===== src/rtl/core/rqpr_store.sv =====
// Entry store of the ring queue: one write port and two read ports.
// Read data is registered, so it appears in the cycle after the address while rd_en is high.
// Depends on nothing outside this file.
module rqpr_store #(
   parameter int DEPTH  = 128,
   parameter int WIDTH  = 32,
   parameter int ADDR_W = 7
) (
   input  logic              clock,
   input  logic              wr_en,
   input  logic [ADDR_W-1:0] wr_addr,
   input  logic [WIDTH-1:0]  wr_data,
   input  logic              rd_en,
   input  logic [ADDR_W-1:0] rd_addr_a,
   input  logic [ADDR_W-1:0] rd_addr_b,
   output logic [WIDTH-1:0]  rd_data_a,
   output logic [WIDTH-1:0]  rd_data_b
);

   logic [WIDTH-1:0] mem [DEPTH];

   always_ff @(posedge clock) begin
      if (wr_en) begin
         mem[wr_addr] <= wr_data;
      end
   end

   always_ff @(posedge clock) begin
      if (rd_en) begin
         rd_data_a <= mem[rd_addr_a];
         rd_data_b <= mem[rd_addr_b];
      end
   end

endmodule


===== config.mk =====
export PLATFORM = sky130hd
export DESIGN_NAME = rqpr_store
export DESIGN_NICKNAME = d
export VERILOG_FILES = /design/src/rtl/core/rqpr_store.sv
export SDC_FILE = /design/constraint.sdc
export NUM_CORES = 2
export LEC_CHECK = 0
export BUFFER_PORTS_ARGS = -buffer_cell sky130_fd_sc_hd__buf_2
export CAP_MARGIN = 20
export CORE_MARGIN = 3
export CORE_UTILIZATION = 41
export DETAILED_ROUTE_END_ITERATION = 10
export GPL_TIMING_DRIVEN = 0
export HOLD_SLACK_MARGIN = 0.02
export PLACE_DENSITY = 0.57
export SLEW_MARGIN = 5
export SYNTH_ARGS = -nofsm -noshare
export SYNTH_HDL_FRONTEND = slang
export SYNTH_SLANG_ARGS = --single-unit

===== constraint.sdc =====
create_clock -name clock -period 4.3 [get_ports clock]
set_input_delay 0.43 -clock clock [delete_from_list [all_inputs] [get_ports clock]]
set_output_delay 0.43 -clock clock [all_outputs]
set_load 0.01 [all_outputs]

==> impl_metrics.prom <==
# TYPE chip_impl_metric gauge
chip_impl_info{name="r2r-end",value="rd_data_a[20]"} 1
chip_impl_metric{name="seq_area_frac_synth",unit="%"} 66.0
chip_impl_metric{name="regToRegSetupSlack",unit="ns"} 1.29
chip_impl_info{name="yosys-top-cells-area",value="sky130_fd_sc_hd__edfxtp_1, sky130_fd_sc_hd__mux4_2, sky130_fd_sc_hd__clkbuf_1"} 1
chip_impl_metric{name="post_cts.repair.setup_buffers",unit=""} 0
chip_impl_metric{name="worstPathMaxFanout",unit=""} 10
chip_impl_metric{name="grt_max_degree",unit=""} 105
chip_impl_metric{name="synth_fp_nets",unit=""} 7757
chip_impl_info{name="synth_top_cells_by_count",value="sky130_fd_sc_hd__edfxtp_1, sky130_fd_sc_hd__mux4_2, sky130_fd_sc_hd__clkbuf_1"} 1
chip_impl_metric{name="synth_xor_area_share",unit="%"} 0
chip_impl_metric{name="netlist_area",unit="sq um"} 189000
chip_impl_metric{name="cts_buffers",unit=""} 447
chip_impl_metric{name="clkLatencyLatePin",unit="ns"} 1.02
chip_impl_metric{name="avgViaCountPerCell",unit=""} 6.79
chip_impl_info{name="synth.most_common_cell",value="sky130_fd_sc_hd__edfxtp_1"} 1
chip_impl_metric{name="power_per_cell_area",unit="nW/um^2"} 418
chip_impl_metric{name="core_region_area",unit="sq um"} 458000
chip_impl_metric{name="timing.hold.ws",unit="ns"} 0.0809
chip_impl_info{name="combinational_family_with_the_most_area_after_synthesis",value="multiplexers"} 1
chip_impl_metric{name="clock_power_share",unit="%"} 41.2
chip_impl_metric{name="maxSlewViolCount",unit=""} 0
chip_impl_metric{name="num_vias",unit=""} 105000
chip_impl_metric{name="drt_pass1_iterations",unit=""} 8
chip_impl_metric{name="placement_rows",unit=""} 248
chip_impl_metric{name="simple_gate_share_of_the_synthesized_area",unit="%"} 0.368
chip_impl_metric{name="clk_transition_reported_paths",unit="ns"} 0.07
chip_impl_info{name="critPathMostFrequentCell",value="sky130_fd_sc_hd__mux4_2"} 1
chip_impl_metric{name="power.switching_fraction",unit="%"} 24.4
chip_impl_info{name="critPathLaunchType",value="primary input"} 1
chip_impl_metric{name="cts_max_level",unit=""} 5
chip_impl_info{name="synth_flop_cell",value="sky130_fd_sc_hd__edfxtp_1"} 1
chip_impl_metric{name="routed_wire_length_per_instance",unit="um"} 46.1
chip_impl_metric{name="hpwlAfterDp",unit="mm"} 521
chip_impl_metric{name="cts_buffer_depth",unit=""} 4
chip_impl_metric{name="synth_compound_gate_area_share",unit="%"} 0
chip_impl_metric{name="synth_fa_ha_area_share",unit="%"} 0
chip_impl_info{name="crit_chain",value="clkbuf_1 -> buf_4 -> buf_2 -> buf_12 -> clkdlybuf4s15_1 -> mux4_2 -> mux4_2 -> mux4_2 -> mux2_2"} 1
chip_impl_metric{name="final_clock_period_utilization_by_the_worst_path",unit="%"} 104
chip_impl_info{name="timing.critical_path.slowest_stage_cell",value="sky130_fd_sc_hd__mux4_2"} 1
chip_impl_metric{name="async_flop_share",unit="%"} 0
chip_impl_metric{name="holdPathStages",unit=""} 1
chip_impl_metric{name="switching_power",unit="uW"} 22600
chip_impl_metric{name="place.port_buffers",unit=""} 101
chip_impl_metric{name="synthesis_warnings",unit=""} 0
chip_impl_metric{name="dieHeight",unit="um"} 686
chip_impl_info{name="netlist.top_cell.by_area",value="sky130_fd_sc_hd__edfxtp_1"} 1
chip_impl_metric{name="floorplan.die_area",unit="sq um"} 470000
chip_impl_metric{name="per_instance_average_area_after_synthesis",unit="sq um"} 24.6
chip_impl_metric{name="report.final.setup_viol",unit=""} 33
chip_impl_metric{name="synth-edff-count",unit=""} 4160
chip_impl_metric{name="drt-total-wl",unit="mm"} 715
chip_impl_metric{name="arr_time_crit_path",unit="ns"} 5.23
chip_impl_metric{name="transition_time_at_the_pin_with_the_least_slew_margin",unit="ns"} 1.28
chip_impl_metric{name="track_usage",unit="%"} 30.2
chip_impl_metric{name="worst-endpoint-required",unit="ns"} 5.06
chip_impl_info{name="clockRootBuffer",value="sky130_fd_sc_hd__clkbuf_16"} 1
chip_impl_metric{name="cap_violations",unit=""} 0
chip_impl_metric{name="first_iter_violations",unit=""} 17600
chip_impl_metric{name="fmax",unit="GHz"} 0.223
chip_impl_info{name="setup.worst_path.class",value="primary input to register"} 1
chip_impl_metric{name="start_util",unit="%"} 41.3
chip_impl_metric{name="vdd_drop_max",unit="mV"} 0.385
chip_impl_metric{name="first_global_vias",unit=""} 103000
chip_impl_info{name="result_of_the_run",value="finished with violations"} 1
chip_impl_metric{name="synth-seq-cells",unit=""} 4160
chip_impl_info{name="r2r-start",value="mem[23][20]"} 1
chip_impl_metric{name="die_x",unit="um"} 686
chip_impl_metric{name="design_area",unit="sq um"} 222000
chip_impl_metric{name="layout-area-overhead-vs-synth",unit="%"} 17.0
chip_impl_info{name="hp-class",value="primary input to register"} 1
chip_impl_metric{name="timing.slew.headroom",unit="%"} 14.7
chip_impl_metric{name="postRouteAntennaNets",unit=""} 0
chip_impl_metric{name="netlist-cell-type-count",unit=""} 16
chip_impl_metric{name="cts.sink_count",unit=""} 4160
chip_impl_metric{name="top_ports",unit=""} 120
chip_impl_metric{name="fin_ws",unit="ns"} -0.176
chip_impl_metric{name="static-leakage-power",unit="uW"} 0.0673
chip_impl_metric{name="post_synth_inst_count",unit=""} 7701
chip_impl_metric{name="grt_pass1_wl",unit="mm"} 946
chip_impl_metric{name="globalplace.congestion",unit=""} 1.02
chip_impl_metric{name="synth.top_cell.area_share",unit="%"} 66.0
chip_impl_metric{name="global_route.overflow_total",unit=""} 0
chip_impl_info{name="clock_tree_from_tritoncts",value="done"} 1
chip_impl_metric{name="critical_path_s_largest_stage_delay",unit="ns"} 0.73
chip_impl_metric{name="combinationalPowerShare",unit="%"} 10.2
chip_impl_metric{name="preCtsSetupSlack",unit="ns"} -1.49
chip_impl_metric{name="pwr-share-seq",unit="%"} 48.6
chip_impl_metric{name="finalHoldViolations",unit=""} 0
chip_impl_info{name="whs_endpoint",value="rd_data_b[16]"} 1
chip_impl_metric{name="grt_antenna_before_repair",unit=""} 173
chip_impl_metric{name="post_route_cells_drive_above_1_share",unit="%"} 46.3
chip_impl_info{name="endpoint_kind",value="register"} 1
chip_impl_info{name="min_from",value="rd_en"} 1
chip_impl_metric{name="numnets_final",unit=""} 8729
chip_impl_metric{name="internal_power",unit="uW"} 70000
chip_impl_metric{name="drc",unit=""} 0
chip_impl_metric{name="finalWorstPathRequiredPeriod",unit="ns"} 4.48
chip_impl_info{name="failed_checks",value="setup timing"} 1
chip_impl_metric{name="timing.reg2reg.worst_path_depth",unit=""} 4
chip_impl_metric{name="placement.cell_area",unit="sq um"} 206000
chip_impl_metric{name="yosys-mux-area-fraction",unit="%"} 32.3
chip_impl_metric{name="worst_clock_skew",unit="ns"} 0.0610
==> worst max-delay path: cells and delay by family <==
kind                   cells  cell delay [ns]
buffers and inverters      5             2.53
muxes                      4             2.18
==> metrics by stage <==
step | utilization, % | total power (uW) | instances | TNS (ns)
4_1_cts | 48.0 | 92600 | 15100 | 0
2_1_floorplan | - | 50100 | 7701 | 0
3_5_place_dp | 44.9 | 54900 | 14300 | -83.58
6_report | 48.4 | 92700 | 15500 | -2.69
5_1_grt | 48.3 | 94700 | 15400 | -0.0458
3_3_place_gp | 43.1 | 54600 | 13900 | -6731.71
==> state kept, by name (all words and copies together) (netlist names) <==
name	count
mem	4096
rd_data_a	32
rd_data_b	32
==> metal layers <==
metal	track usage (%)	up-vias	wire length (um)
li1	-	37800	-
met1	39.2	58800	254000
met2	44.1	7578	318000
met3	13.3	1132	107000
met4	13.2	68	35800
met5	1.56	-	1380
==> kinds of logic (layout without fill, tap and decap cells) <==
family,Yosys count,after routing
mux,2752,2752
other cells,0,336
simple gates,170,170
buf+inv,619,1972
flops,4160,4160
==> power groups by stage <==
stage                     sequential [uW]  combinational (uW)  clock (uW)
final                               45000                9500       38200
after global routing                45000                9580       40100
after CTS                           45000                9140       38500
after floorplan                     45800                4220           0
after global placement              45900                8630           0
after detailed placement            45900                9090           0
==> cell usage in the layout (no fill, tap or decap), types with 57 or more instances in the layout <==
cell type,netlist,routed
sky130_fd_sc_hd__mux2_2,64,64
sky130_fd_sc_hd__clkinv_2,0,100
sky130_fd_sc_hd__clkinv_1,0,129
sky130_fd_sc_hd__clkbuf_2,0,57
sky130_fd_sc_hd__buf_4,17,57
sky130_fd_sc_hd__buf_8,0,102
sky130_fd_sc_hd__clkbuf_1,365,381
sky130_fd_sc_hd__nor2_4,0,119
sky130_fd_sc_hd__clkbuf_16,0,455
sky130_fd_sc_hd__buf_16,0,95
sky130_fd_sc_hd__buf_1,132,110
sky130_fd_sc_hd__buf_2,103,189
sky130_fd_sc_hd__mux4_2,2688,2688
sky130_fd_sc_hd__buf_12,0,138
sky130_fd_sc_hd__diode_2,0,336
sky130_fd_sc_hd__edfxtp_1,4160,4160
==> layout make-up <==
class	instances	area [sq um]
plain buffers	619	2670
fillers	36500	237000
flip-flops and latches	4160	125000
diodes	336	841
clock inverters	298	2560
repair buffers	523	8420
clock buffers	532	11700
well taps	6125	7660
multi-input cells	2922	62900
==> worst max path at each step <==
stage,start,to,slack [ns],cells after the start
after global placement,wr_addr[4],mem[82][18],-3.45,4
after detailed placement,rd_addr_a[2],rd_data_a[20],-1.49,9
after floorplan,wr_en,mem[98][0],0.63,3
final,rd_addr_a[2],rd_data_a[10],-0.18,9
after CTS,rd_addr_a[2],rd_data_a[10],0.004,9
after global routing,rd_addr_a[2],rd_data_a[10],-0.03,9
==> repair_timing <==
action | 4_1_cts | 5_1_grt
endpoints found under the hold margin | 1692 | 0
resized for setup | 3 | 21
hold buffers | 32 | 0
endpoints found under the setup margin | 60 | 20
No activity file was read; power rests on OpenSTA's default activity.
